==> src/design/jhg_pkg.sv <==
// Package for the JPEG header generator: field widths, mode codes, constant tables.
// Depends on nothing; used by every module of the block.
package jhg_pkg;

  localparam int unsigned PosW = 10;
  localparam int unsigned QstoreDepth = 128;
  localparam int unsigned FifoDepth = 4;

  localparam logic [1:0] MODE_LOAD = 2'd0;
  localparam logic [1:0] MODE_EMIT = 2'd1;
  localparam logic [1:0] MODE_RESTART = 2'd2;

  localparam logic [2:0] REG_FRAME_TYPE = 3'd0;
  localparam logic [2:0] REG_WIDTH = 3'd1;
  localparam logic [2:0] REG_HEIGHT = 3'd2;
  localparam logic [2:0] REG_QUALITY = 3'd3;
  localparam logic [2:0] REG_RESTART = 3'd4;
  localparam logic [2:0] REG_USE_LOADED = 3'd5;

  // Command passed from the front end to the byte builder: an emit or a store load
  typedef struct packed {
    logic [PosW-1:0] pos;
    logic            last;
    logic            load;
    logic [6:0]      addr;
    logic [7:0]      data;
  } emit_cmd_t;

  // Configuration seen by the byte builder
  typedef struct packed {
    logic        frame_type;
    logic [7:0]  width_blocks;
    logic [7:0]  height_blocks;
    logic [15:0] restart_interval;
    logic        use_loaded;
    logic [12:0] scale;
  } jhg_cfg_t;

  function automatic logic [6:0] base_luma(input logic [5:0] i);
    logic [6:0] t [64];
    t = '{7'd16,7'd11,7'd10,7'd16,7'd24,7'd40,7'd51,7'd61,7'd12,7'd12,7'd14,7'd19,7'd26,
          7'd58,7'd60,7'd55,7'd14,7'd13,7'd16,7'd24,7'd40,7'd57,7'd69,7'd56,7'd14,7'd17,
          7'd22,7'd29,7'd51,7'd87,7'd80,7'd62,7'd18,7'd22,7'd37,7'd56,7'd68,7'd109,7'd103,
          7'd77,7'd24,7'd35,7'd55,7'd64,7'd81,7'd104,7'd113,7'd92,7'd49,7'd64,7'd78,7'd87,
          7'd103,7'd121,7'd120,7'd101,7'd72,7'd92,7'd95,7'd98,7'd112,7'd100,7'd103,7'd99};
    return t[i];
  endfunction

  function automatic logic [6:0] base_chroma(input logic [5:0] i);
    logic [2:0] r;
    logic [2:0] c;
    logic [6:0] v;
    r = i[5:3];
    c = i[2:0];
    v = 7'd99;
    if (r == 3'd0) begin
      unique case (c)
        3'd0: v = 7'd17;
        3'd1: v = 7'd18;
        3'd2: v = 7'd24;
        3'd3: v = 7'd47;
        default: v = 7'd99;
      endcase
    end else if (r == 3'd1) begin
      unique case (c)
        3'd0: v = 7'd18;
        3'd1: v = 7'd21;
        3'd2: v = 7'd26;
        3'd3: v = 7'd66;
        default: v = 7'd99;
      endcase
    end else if (r == 3'd2) begin
      unique case (c)
        3'd0: v = 7'd24;
        3'd1: v = 7'd26;
        3'd2: v = 7'd56;
        default: v = 7'd99;
      endcase
    end else if (r == 3'd3) begin
      unique case (c)
        3'd0: v = 7'd47;
        3'd1: v = 7'd66;
        default: v = 7'd99;
      endcase
    end
    return v;
  endfunction

  function automatic logic [7:0] cnt_y_dc(input logic [3:0] i);
    logic [7:0] t [16];
    t = '{8'd0,8'd1,8'd5,8'd1,8'd1,8'd1,8'd1,8'd1,8'd1,8'd0,8'd0,8'd0,8'd0,8'd0,8'd0,8'd0};
    return t[i];
  endfunction

  function automatic logic [7:0] cnt_y_ac(input logic [3:0] i);
    logic [7:0] t [16];
    t = '{8'd0,8'd2,8'd1,8'd3,8'd3,8'd2,8'd4,8'd3,8'd5,8'd5,8'd4,8'd4,8'd0,8'd0,8'd1,8'h7d};
    return t[i];
  endfunction

  function automatic logic [7:0] cnt_c_dc(input logic [3:0] i);
    logic [7:0] t [16];
    t = '{8'd0,8'd3,8'd1,8'd1,8'd1,8'd1,8'd1,8'd1,8'd1,8'd1,8'd1,8'd0,8'd0,8'd0,8'd0,8'd0};
    return t[i];
  endfunction

  function automatic logic [7:0] cnt_c_ac(input logic [3:0] i);
    logic [7:0] t [16];
    t = '{8'd0,8'd2,8'd1,8'd2,8'd4,8'd4,8'd3,8'd4,8'd7,8'd5,8'd4,8'd4,8'd0,8'd1,8'd2,8'h77};
    return t[i];
  endfunction

  function automatic logic [7:0] val_y_ac(input logic [7:0] i);
    logic [7:0] t [162];
    t = '{8'h01,8'h02,8'h03,8'h00,8'h04,8'h11,8'h05,8'h12,8'h21,8'h31,8'h41,8'h06,8'h13,
          8'h51,8'h61,8'h07,8'h22,8'h71,8'h14,8'h32,8'h81,8'h91,8'ha1,8'h08,8'h23,8'h42,
          8'hb1,8'hc1,8'h15,8'h52,8'hd1,8'hf0,8'h24,8'h33,8'h62,8'h72,8'h82,8'h09,8'h0a,
          8'h16,8'h17,8'h18,8'h19,8'h1a,8'h25,8'h26,8'h27,8'h28,8'h29,8'h2a,8'h34,8'h35,
          8'h36,8'h37,8'h38,8'h39,8'h3a,8'h43,8'h44,8'h45,8'h46,8'h47,8'h48,8'h49,8'h4a,
          8'h53,8'h54,8'h55,8'h56,8'h57,8'h58,8'h59,8'h5a,8'h63,8'h64,8'h65,8'h66,8'h67,
          8'h68,8'h69,8'h6a,8'h73,8'h74,8'h75,8'h76,8'h77,8'h78,8'h79,8'h7a,8'h83,8'h84,
          8'h85,8'h86,8'h87,8'h88,8'h89,8'h8a,8'h92,8'h93,8'h94,8'h95,8'h96,8'h97,8'h98,
          8'h99,8'h9a,8'ha2,8'ha3,8'ha4,8'ha5,8'ha6,8'ha7,8'ha8,8'ha9,8'haa,8'hb2,8'hb3,
          8'hb4,8'hb5,8'hb6,8'hb7,8'hb8,8'hb9,8'hba,8'hc2,8'hc3,8'hc4,8'hc5,8'hc6,8'hc7,
          8'hc8,8'hc9,8'hca,8'hd2,8'hd3,8'hd4,8'hd5,8'hd6,8'hd7,8'hd8,8'hd9,8'hda,8'he1,
          8'he2,8'he3,8'he4,8'he5,8'he6,8'he7,8'he8,8'he9,8'hea,8'hf1,8'hf2,8'hf3,8'hf4,
          8'hf5,8'hf6,8'hf7,8'hf8,8'hf9,8'hfa};
    return (i < 8'd162) ? t[i] : 8'd0;
  endfunction

  function automatic logic [7:0] val_c_ac(input logic [7:0] i);
    logic [7:0] t [162];
    t = '{8'h00,8'h01,8'h02,8'h03,8'h11,8'h04,8'h05,8'h21,8'h31,8'h06,8'h12,8'h41,8'h51,
          8'h07,8'h61,8'h71,8'h13,8'h22,8'h32,8'h81,8'h08,8'h14,8'h42,8'h91,8'ha1,8'hb1,
          8'hc1,8'h09,8'h23,8'h33,8'h52,8'hf0,8'h15,8'h62,8'h72,8'hd1,8'h0a,8'h16,8'h24,
          8'h34,8'he1,8'h25,8'hf1,8'h17,8'h18,8'h19,8'h1a,8'h26,8'h27,8'h28,8'h29,8'h2a,
          8'h35,8'h36,8'h37,8'h38,8'h39,8'h3a,8'h43,8'h44,8'h45,8'h46,8'h47,8'h48,8'h49,
          8'h4a,8'h53,8'h54,8'h55,8'h56,8'h57,8'h58,8'h59,8'h5a,8'h63,8'h64,8'h65,8'h66,
          8'h67,8'h68,8'h69,8'h6a,8'h73,8'h74,8'h75,8'h76,8'h77,8'h78,8'h79,8'h7a,8'h82,
          8'h83,8'h84,8'h85,8'h86,8'h87,8'h88,8'h89,8'h8a,8'h92,8'h93,8'h94,8'h95,8'h96,
          8'h97,8'h98,8'h99,8'h9a,8'ha2,8'ha3,8'ha4,8'ha5,8'ha6,8'ha7,8'ha8,8'ha9,8'haa,
          8'hb2,8'hb3,8'hb4,8'hb5,8'hb6,8'hb7,8'hb8,8'hb9,8'hba,8'hc2,8'hc3,8'hc4,8'hc5,
          8'hc6,8'hc7,8'hc8,8'hc9,8'hca,8'hd2,8'hd3,8'hd4,8'hd5,8'hd6,8'hd7,8'hd8,8'hd9,
          8'hda,8'he2,8'he3,8'he4,8'he5,8'he6,8'he7,8'he8,8'he9,8'hea,8'hf2,8'hf3,8'hf4,
          8'hf5,8'hf6,8'hf7,8'hf8,8'hf9,8'hfa};
    return (i < 8'd162) ? t[i] : 8'd0;
  endfunction

  function automatic logic [7:0] sos_byte(input logic [3:0] i);
    logic [7:0] t [16];
    t = '{8'hff,8'hda,8'h00,8'h0c,8'h03,8'h00,8'h00,8'h01,8'h11,8'h02,8'h11,8'h00,8'h3f,
          8'h00,8'h00,8'h00};
    return t[i];
  endfunction

  // 5000/q for q in 1..49, as a small table
  function automatic logic [12:0] low_scale(input logic [5:0] q);
    logic [12:0] t [64];
    t = '{13'd5000,13'd5000,13'd2500,13'd1666,13'd1250,13'd1000,13'd833,13'd714,13'd625,
          13'd555,13'd500,13'd454,13'd416,13'd384,13'd357,13'd333,13'd312,13'd294,13'd277,
          13'd263,13'd250,13'd238,13'd227,13'd217,13'd208,13'd200,13'd192,13'd185,13'd178,
          13'd172,13'd166,13'd161,13'd156,13'd151,13'd147,13'd142,13'd138,13'd135,13'd131,
          13'd128,13'd125,13'd121,13'd119,13'd116,13'd113,13'd111,13'd108,13'd106,13'd104,
          13'd102,13'd100,13'd100,13'd100,13'd100,13'd100,13'd100,13'd100,13'd100,13'd100,
          13'd100,13'd100,13'd100,13'd100,13'd100};
    return t[q];
  endfunction

endpackage

==> src/design/jhg_front.sv <==
// Front end: accepts items, keeps the header position and queues emit and store-load
// commands in arrival order. Depends on jhg_pkg.
module jhg_front
  import jhg_pkg::*;
#(
  parameter int unsigned Depth = FifoDepth
) (
  input  logic            clk,
  input  logic            rst,
  input  logic            valid,
  output logic            ready,
  input  logic [1:0]      mode,
  input  logic            table_select,
  input  logic [5:0]      entry_index,
  input  logic [7:0]      entry_value,
  input  logic            dri_on,
  output logic            q_wr,
  output logic [6:0]      q_addr,
  output logic [7:0]      q_data,
  output logic            cmd_valid,
  input  logic            cmd_ready,
  output emit_cmd_t       cmd
);
  localparam int unsigned AW = (Depth > 1) ? $clog2(Depth) : 1;

  logic [PosW-1:0] header_position;
  logic [PosW-1:0] total;
  emit_cmd_t       fifo [Depth];
  logic [AW-1:0]   wr_ptr, rd_ptr;
  logic [AW:0]     count;
  logic            take, push, pop, produce;

  assign total   = dri_on ? PosW'(611) : PosW'(605);
  assign ready   = (count != (AW+1)'(Depth));
  assign take    = valid && ready;
  assign produce = (mode == MODE_EMIT) && (header_position < total);
  assign push    = take && (produce || mode == MODE_LOAD);
  assign pop     = cmd_valid && cmd_ready;

  // Store loads leave the queue in order with the emits around them
  assign q_wr   = pop && cmd.load;
  assign q_addr = cmd.addr;
  assign q_data = cmd.data;

  // Advance or rewind the header position
  always_ff @(posedge clk) begin
    if (rst) begin
      header_position <= '0;
    end else if (take && mode == MODE_RESTART) begin
      header_position <= '0;
    end else if (take && produce) begin
      header_position <= header_position + PosW'(1);
    end
  end

  // Command queue
  always_ff @(posedge clk) begin
    if (push) begin
      fifo[wr_ptr].pos  <= header_position;
      fifo[wr_ptr].last <= (header_position == total - PosW'(1));
      fifo[wr_ptr].load <= (mode == MODE_LOAD);
      fifo[wr_ptr].addr <= {table_select, entry_index};
      fifo[wr_ptr].data <= entry_value;
    end
  end

  always_ff @(posedge clk) begin
    if (rst) begin
      wr_ptr <= '0;
      rd_ptr <= '0;
      count  <= '0;
    end else begin
      if (push) wr_ptr <= (wr_ptr == AW'(Depth-1)) ? '0 : wr_ptr + AW'(1);
      if (pop)  rd_ptr <= (rd_ptr == AW'(Depth-1)) ? '0 : rd_ptr + AW'(1);
      count <= count + (AW+1)'(push) - (AW+1)'(pop);
    end
  end

  assign cmd_valid = (count != '0);
  assign cmd       = fifo[rd_ptr];
endmodule

==> src/design/jhg_back.sv <==
// Back end: turns a header position into a byte through a two-stage pipe with the
// quantizer memory and derivation multiplier. Depends on jhg_pkg.
module jhg_back
  import jhg_pkg::*;
(
  input  logic       clk,
  input  logic       rst,
  input  jhg_cfg_t   cfg,
  input  logic       q_wr,
  input  logic [6:0] q_addr,
  input  logic [7:0] q_data,
  input  logic       cmd_valid,
  output logic       cmd_ready,
  input  emit_cmd_t  cmd,
  output logic       out_valid,
  input  logic       out_ready,
  output logic [7:0] header_byte,
  output logic       last_byte
);
  logic [7:0]  qstore [QstoreDepth];
  logic [7:0]  q_rd;
  logic        s1_valid, s1_last, s1_isq;
  logic [7:0]  s1_byte;
  logic [19:0] s1_prod;
  logic        s1_adv, s2_adv;

  // Stage-0 decode
  logic [PosW-1:0] p, pd;
  logic [7:0]  b;
  logic        isq, tbl;
  logic [5:0]  qi;
  logic [PosW-1:0] off;
  logic [6:0]  base;
  logic [15:0] w, h;
  logic [15:0] q_sum;
  logic        q_sat;
  logic [7:0]  q_val;

  function automatic logic [7:0] dht(input logic [PosW-1:0] o, input logic [1:0] k);
    logic [7:0] r;
    logic [PosW-1:0] v;
    r = 8'd0;
    v = o - PosW'(21);
    if (o == PosW'(0)) r = 8'hff;
    else if (o == PosW'(1)) r = 8'hc4;
    else if (o == PosW'(2)) r = 8'h00;
    else if (o == PosW'(3)) r = k[0] ? 8'd181 : 8'd31;
    else if (o == PosW'(4)) r = {3'd0, k[0], 3'd0, k[1]};
    else if (o < PosW'(21)) begin
      unique case (k)
        2'd0: r = cnt_y_dc(4'(o - PosW'(5)));
        2'd1: r = cnt_y_ac(4'(o - PosW'(5)));
        2'd2: r = cnt_c_dc(4'(o - PosW'(5)));
        default: r = cnt_c_ac(4'(o - PosW'(5)));
      endcase
    end else if (!k[0]) begin
      r = (v < PosW'(12)) ? {4'd0, v[3:0]} : 8'd0;
    end else if (k[1]) begin
      r = val_c_ac(v[7:0]);
    end else begin
      r = val_y_ac(v[7:0]);
    end
    return r;
  endfunction

  assign s2_adv    = !out_valid || out_ready;
  assign s1_adv    = !s1_valid || s2_adv;
  assign cmd_ready = s1_adv;

  always_comb begin
    p   = cmd.pos;
    b   = 8'd0;
    isq = 1'b0;
    tbl = 1'b0;
    qi  = '0;
    off = '0;
    pd  = '0;
    w   = {5'd0, cfg.width_blocks, 3'd0};
    h   = {5'd0, cfg.height_blocks, 3'd0};
    if (p < PosW'(2)) begin
      b = p[0] ? 8'hd8 : 8'hff;
    end else if (p < PosW'(140)) begin
      tbl = (p >= PosW'(71));
      off = tbl ? p - PosW'(71) : p - PosW'(2);
      priority case (1'b1)
        off == PosW'(0): b = 8'hff;
        off == PosW'(1): b = 8'hdb;
        off == PosW'(2): b = 8'h00;
        off == PosW'(3): b = 8'd67;
        off == PosW'(4): b = {7'd0, tbl};
        default: begin
          isq = 1'b1;
          qi  = 6'(off - PosW'(5));
        end
      endcase
    end else begin
      pd = p - PosW'(140);
      if (cfg.restart_interval != 16'd0 && pd < PosW'(6)) begin
        unique case (pd[2:0])
          3'd0: b = 8'hff;
          3'd1: b = 8'hdd;
          3'd2: b = 8'h00;
          3'd3: b = 8'h04;
          3'd4: b = cfg.restart_interval[15:8];
          default: b = cfg.restart_interval[7:0];
        endcase
      end else begin
        if (cfg.restart_interval != 16'd0) pd = pd - PosW'(6);
        if (pd < PosW'(19)) begin
          unique case (pd[4:0])
            5'd0: b = 8'hff;
            5'd1: b = 8'hc0;
            5'd2: b = 8'h00;
            5'd3: b = 8'd17;
            5'd4: b = 8'd8;
            5'd5: b = h[15:8];
            5'd6: b = h[7:0];
            5'd7: b = w[15:8];
            5'd8: b = w[7:0];
            5'd9: b = 8'd3;
            5'd10: b = 8'd0;
            5'd11: b = cfg.frame_type ? 8'h22 : 8'h21;
            5'd12: b = 8'd0;
            5'd13: b = 8'd1;
            5'd14: b = 8'h11;
            5'd15: b = 8'd1;
            5'd16: b = 8'd2;
            5'd17: b = 8'h11;
            default: b = 8'd1;
          endcase
        end else if (pd < PosW'(52)) begin
          off = pd - PosW'(19);
          b = dht(off, 2'd0);
        end else if (pd < PosW'(235)) begin
          off = pd - PosW'(52);
          b = dht(off, 2'd1);
        end else if (pd < PosW'(268)) begin
          off = pd - PosW'(235);
          b = dht(off, 2'd2);
        end else if (pd < PosW'(451)) begin
          off = pd - PosW'(268);
          b = dht(off, 2'd3);
        end else begin
          off = pd - PosW'(451);
          b = (off < PosW'(14)) ? sos_byte(off[3:0]) : 8'd0;
        end
      end
    end
    base = tbl ? base_chroma(qi) : base_luma(qi);
  end

  // Quantizer memory
  always_ff @(posedge clk) begin
    if (q_wr) qstore[q_addr] <= q_data;
  end
  always_ff @(posedge clk) begin
    if (s1_adv) q_rd <= qstore[{tbl, qi}];
  end

  // Stage 1: register decoded byte and product; loads end at the queue
  always_ff @(posedge clk) begin
    if (rst) begin
      s1_valid <= 1'b0;
    end else if (s1_adv) begin
      s1_valid <= cmd_valid && !cmd.load;
    end
  end
  always_ff @(posedge clk) begin
    if (s1_adv) begin
      s1_byte <= b;
      s1_last <= cmd.last;
      s1_isq  <= isq;
      s1_prod <= 20'(base) * 20'(cfg.scale);
    end
  end

  // Saturate large products, else rounded divide by 100 via (x*5243)>>19,
  // exact for x < 2^15
  always_comb begin
    q_sat = (s1_prod > 20'd25549);
    q_sum = q_sat ? 16'd0 : 16'(s1_prod) + 16'd50;
  end
  logic [29:0] recip;
  logic [10:0] quo;
  assign recip = 30'(q_sum) * 30'd5243;
  assign quo   = recip[29:19];
  always_comb begin
    if (q_sat) q_val = 8'd255;
    else if (quo == 11'd0) q_val = 8'd1;
    else if (quo > 11'd255) q_val = 8'd255;
    else q_val = quo[7:0];
  end

  // Output register
  always_ff @(posedge clk) begin
    if (rst) begin
      out_valid <= 1'b0;
    end else if (s2_adv) begin
      out_valid <= s1_valid;
    end
  end
  always_ff @(posedge clk) begin
    if (s2_adv) begin
      header_byte <= !s1_isq ? s1_byte : (cfg.use_loaded ? q_rd : q_val);
      last_byte   <= s1_last;
    end
  end
endmodule

==> src/design/jpeg_header_generator.sv <==
// Top level of the JPEG header generator: configuration registers, scale setup,
// front end, command queue and byte builder. Depends on jhg_pkg, jhg_front, jhg_back.
//
// Takes one item per clock while the queue has room and returns one header byte per emit
// request within the header, one byte a cycle unless the output stalls; a byte passes
// through the queue, then decode with the quantizer memory read and multiply, then
// divide-by-100 into the output register. Store loads travel through the same queue, so
// they stay in order with the emits around them. Header is 605 bytes, 611 when the
// restart interval is nonzero. The scale (a table entry below quality 50) is formed in
// the cycle after a quality write. Loaded quantizer entries are undefined until written.
module jpeg_header_generator
  import jhg_pkg::*;
#(
  parameter int unsigned QueueDepth = FifoDepth
) (
  input  logic        clk,
  input  logic        rst,
  input  logic        cfg_we,
  input  logic [2:0]  cfg_index,
  input  logic [15:0] cfg_data,
  input  logic        valid,
  output logic        ready,
  input  logic [1:0]  mode,
  input  logic        table_select,
  input  logic [5:0]  entry_index,
  input  logic [7:0]  entry_value,
  output logic        out_valid,
  input  logic        out_ready,
  output logic [7:0]  header_byte,
  output logic        last_byte
);
  jhg_cfg_t   cfg;
  logic [7:0] quality;
  logic [6:0] qc;
  logic       q_wr, cmd_valid, cmd_ready;
  logic [6:0] q_addr;
  logic [7:0] q_data;
  emit_cmd_t  cmd;

  // Register writes
  always_ff @(posedge clk) begin
    if (rst) begin
      cfg.frame_type       <= 1'b0;
      cfg.width_blocks     <= 8'd0;
      cfg.height_blocks    <= 8'd0;
      cfg.restart_interval <= 16'd0;
      cfg.use_loaded       <= 1'b0;
      quality              <= 8'd50;
    end else if (cfg_we) begin
      unique case (cfg_index)
        REG_FRAME_TYPE: cfg.frame_type <= cfg_data[0];
        REG_WIDTH:      cfg.width_blocks <= cfg_data[7:0];
        REG_HEIGHT:     cfg.height_blocks <= cfg_data[7:0];
        REG_QUALITY:    quality <= cfg_data[7:0];
        REG_RESTART:    cfg.restart_interval <= cfg_data;
        REG_USE_LOADED: cfg.use_loaded <= cfg_data[0];
        default: ;
      endcase
    end
  end

  // Clamp quality and form the scale
  assign qc = (quality == 8'd0) ? 7'd1 : (quality > 8'd99) ? 7'd99 : quality[6:0];
  always_ff @(posedge clk) begin
    if (rst) begin
      cfg.scale <= 13'd100;
    end else begin
      cfg.scale <= (qc < 7'd50) ? low_scale(qc[5:0])
                                : 13'(8'd200 - {qc, 1'b0});
    end
  end

  jhg_front #(.Depth(QueueDepth)) u_front (
    .clk, .rst, .valid, .ready, .mode, .table_select, .entry_index, .entry_value,
    .dri_on(cfg.restart_interval != 16'd0),
    .q_wr, .q_addr, .q_data, .cmd_valid, .cmd_ready, .cmd
  );

  jhg_back u_back (
    .clk, .rst, .cfg, .q_wr, .q_addr, .q_data, .cmd_valid, .cmd_ready, .cmd,
    .out_valid, .out_ready, .header_byte, .last_byte
  );
endmodule

==> config.mk <==
export PLATFORM = sky130hd
export DESIGN_NAME = jpeg_header_generator
export DESIGN_NICKNAME = d
export VERILOG_FILES = /design/src/design/jhg_pkg.sv /design/src/design/jhg_front.sv /design/src/design/jhg_back.sv /design/src/design/jpeg_header_generator.sv
export SDC_FILE = /design/constraint.sdc
export NUM_CORES = 2
export LEC_CHECK = 0
export BUFFER_PORTS_ARGS = -buffer_cell sky130_fd_sc_hd__buf_2
export CAP_MARGIN = 20
export CORE_MARGIN = 5
export CORE_UTILIZATION = 37
export CTS_CLUSTER_DIAMETER = 40
export DETAILED_ROUTE_END_ITERATION = 16
export SLEW_MARGIN = 20
export SYNTH_ARGS = -nofsm -noshare
export SYNTH_HDL_FRONTEND = slang
export SYNTH_SLANG_ARGS = --single-unit
==> constraint.sdc <==
create_clock -name clk -period 23.5 [get_ports clk]
set_input_delay 0 -clock clk [delete_from_list [all_inputs] [get_ports clk]]
set_output_delay 0 -clock clk [all_outputs]
set_load 0.02 [all_outputs]
==> impl_metrics.json <==
{
  "max_freq_mhz": 81.11,
  "drive_above_1_share_pct": 9.414,
  "clk_pin_slew_ns": 0.06,
  "viasPerCell": 5.793,
  "rrSetupSlack_ns": 11.17,
  "cp_slowest_cell": "buf_4",
  "hold_class": "in2reg",
  "grt_max_degree": 119,
  "final_cell_count_no_fill": 8044,
  "setup_viol": 0,
  "yosys-top-cells-area": "edfxtp_1 54%, ha_1 4.1%, fa_1 4.0%",
  "fill_cells": 16170,
  "grt_pass1_wl_um": 296100,
  "max_slew_margin_pct": 18.29,
  "yosys_most_used_dff": "edfxtp_1",
  "synth_edf_count": 1179,
  "outcome": "finished, final reports clean",
  "grt_busiest_layer": "met2",
  "dieArea_um2": 184400,
  "track_usage_pct": 20.93,
  "die_w_um": 429.4,
  "routed_wl_um": 199500,
  "timing.critical_path.mode_cell": "a21oi_1",
  "vias": 46600,
  "synthCells": 5503,
  "yosysWarnings": 0,
  "rsz0062_at_grt": "false",
  "syn_avg_cell_area_um2": 11.83,
  "min_period_ns": 12.33,
  "cts-root-buf": "clkbuf_16",
  "die_h_um": 429.4,
  "use_met1_pct": 28.62,
  "skew_ns": 0.06672,
  "slowest_delay_ns": 0.75,
  "ant_nets": 0,
  "final_common_cell": "edfxtp_1",
  "core-area_um2": 175500,
  "cap_violations": 0,
  "cts.sinks": 1255,
  "cts_buffers": 155,
  "yosysTopAreaCell": "edfxtp_1",
  "dp.cells": 7666,
  "synth-seq-cells": 1255,
  "postCtsHoldBufs": 91,
  "n_antenna_cell": 0,
  "wire_per_inst_um": 24.81,
  "grt-ovfl-total": 0,
  "ff2ff_path_depth": 43,
  "drt-initial-drc-count": 5592,
  "period_share_pct": 52.47,
  "dp_hpwl_um": 125900,
  "crit_fanout": 118,
  "finalHoldViolations": 0,
  "final_nets": 5956,
  "cts_resized": 0,
  "areaGrowthSynthToFinish_pct": 13.56,
  "met2_usage_pct": 33.04,
  "hold_slack_ns": 0.07944,
  "htreeDepth": 4,
  "regArea_um2": 36930,
  "io_pins": 52,
  "post_cts_buffers": 0,
  "start_util_pct": 37.08,
  "clk_latency_ns": 0.81,
  "drc_errors": 0,
  "crit_path_start_kind": "flip-flop",
  "multi_input_area_um2": 25810,
  "row_count": 154,
  "drt-pass1-iter-count": 7,
  "tightest_slew_ns": 1.222,
  "synth_top_area_share_pct": 54.39,
  "antenna_found_initial": 2,
  "ys_seq_area_share_pct": 56.73,
  "async_reset_ff_share_pct": 0,
  "met3_usage_pct": 4.008,
  "tritoncts": "yes",
  "drv_slew": 0,
  "gp_congestion": 0.9228,
  "cp-end-kind": "flip-flop",
  "final_cell_mix": "1179 x edfxtp_1, 651 x nand2_1, 363 x a21oi_1, 357 x nor2_1, 253 x mux2i_1",
  "clk_path_buf_depth": 3,
  "critPathArrivalTime_ns": 12.81,
  "required_ns": 23.98,
  "portBuffers": 51,
  "tns_ns": 0,
  "grt_pass1_vias": 45240,
  "hold_depth": 4,
  "synth_cell_types": 119,
  "syn_area_um2": 65090,
  "crit_type": "reg2reg"
}
==> flip-flops by register name, summed over array words and instances, names as in the netlist, named ones only <==
name,cells
u_front.count,3
u_front.wr_ptr,2
u_back.s1_byte,8
quality,8
u_back.out_valid,1
u_front.fifo,108
cfg,47
u_back.qstore,1024
u_back.last_byte,1
u_back.q_rd,8
u_back.s1_valid,1
u_back.s1_last,1
u_back.s1_isq,1
u_back.header_byte,8
u_front.header_position,10
u_back.s1_prod,20
u_front.rd_ptr,2
==> layout make-up <==
cell class                 count  share of cell area, %
clock buffer                 180                  5.444
clock inverter               107                  1.691
inverter                     261                  1.351
multi-input combinational   3653                  34.92
sequential                  1255                  49.96
tap                         2340                  3.961
timing repair buffer         248                  2.676
==> Yosys cell counts, drive strengths merged, types with 9 or more instances <==
library cell,instances
and3,44
o22ai,144
nand4,48
nor3,85
o21a,16
inv,256
mux2,16
nor2b,37
ha,211
nand2,659
o21ai,253
clkbuf,169
nor2,363
buf,171
o2111ai,20
a211oi,47
or4,12
o221ai,78
o21bai,12
a31oi,88
a22o,10
o311ai,19
nand2b,36
fa,130
nand3,142
a311oi,15
a221oi,21
a21oi,365
and2,59
or3,31
a21o,27
mux2i,255
o31ai,17
o311a,9
xor2,26
edfxtp,1179
o211ai,44
a2111oi,17
mux4,28
xnor2,78
a211o,12
nand3b,10
dfxtp,76
a22oi,18
nor4,23
==> routing by layer <==
metal,vias up,wire length [µm]
met5,-,27
met3,430,17380
met4,4,8002
li1,20770,-
met1,23150,82540
met2,2249,91600
==> worst paths after layout <==
kind | startpoint | to
max | flip-flop | u_back.s1_prod[19]
min reg2reg | cfg[31] | cfg[31]
min | cfg_data[7] | cfg[21]
max reg2reg | flip-flop | u_back.s1_prod[19]
==> cells by family (layout without fill, tap and decap cells) <==
| logic type | Yosys count | in the layout | share of synthesized area [%] |
|---|---|---|---|
| adder cells (fa/ha/maj) | 342 | 342 | 8.070 |
| multiplexers | 299 | 299 | 5.173 |
| AO/OA/AOI/OAI | 1322 | 1322 | 13.33 |
| flip-flops | 1255 | 1255 | 56.73 |
| XOR/XNOR | 110 | 110 | 1.769 |
| buffers and inverters | 601 | 796 | 3.927 |
| other | 2 | 8 | 0.01154 |
| AND/OR/NAND/NOR | 1572 | 1572 | 10.99 |
==> per-stage QoR <==
stage | setup slack (ns) | instance area (µm²) | utilization (%)
4_1_cts | 11.00 | 73910 | 42.11
3_3_place_gp | 11.14 | 67720 | 38.58
3_5_place_dp | 11.15 | 67730 | 38.58
2_1_floorplan | 13.01 | 65110 | -
6_report | 11.17 | 73910 | 42.11
5_1_grt | 10.04 | 73910 | 42.11
==> critical path: cells and delay by family, from the launching register on <==
family,cells,cell delay [ns]
muxes,2,0.43
and+or+nand+nor,6,1.39
DFF,1,0.31
AOI/OAI and AO/OA,16,3.43
adders and majority gates,7,3.10
buffers and inverters,11,3.13
xor gates and xnor gates,1,0.11
Power is not shown: default switching activity piles up to over one toggle a cycle in this logic, so the estimate is an artifact.
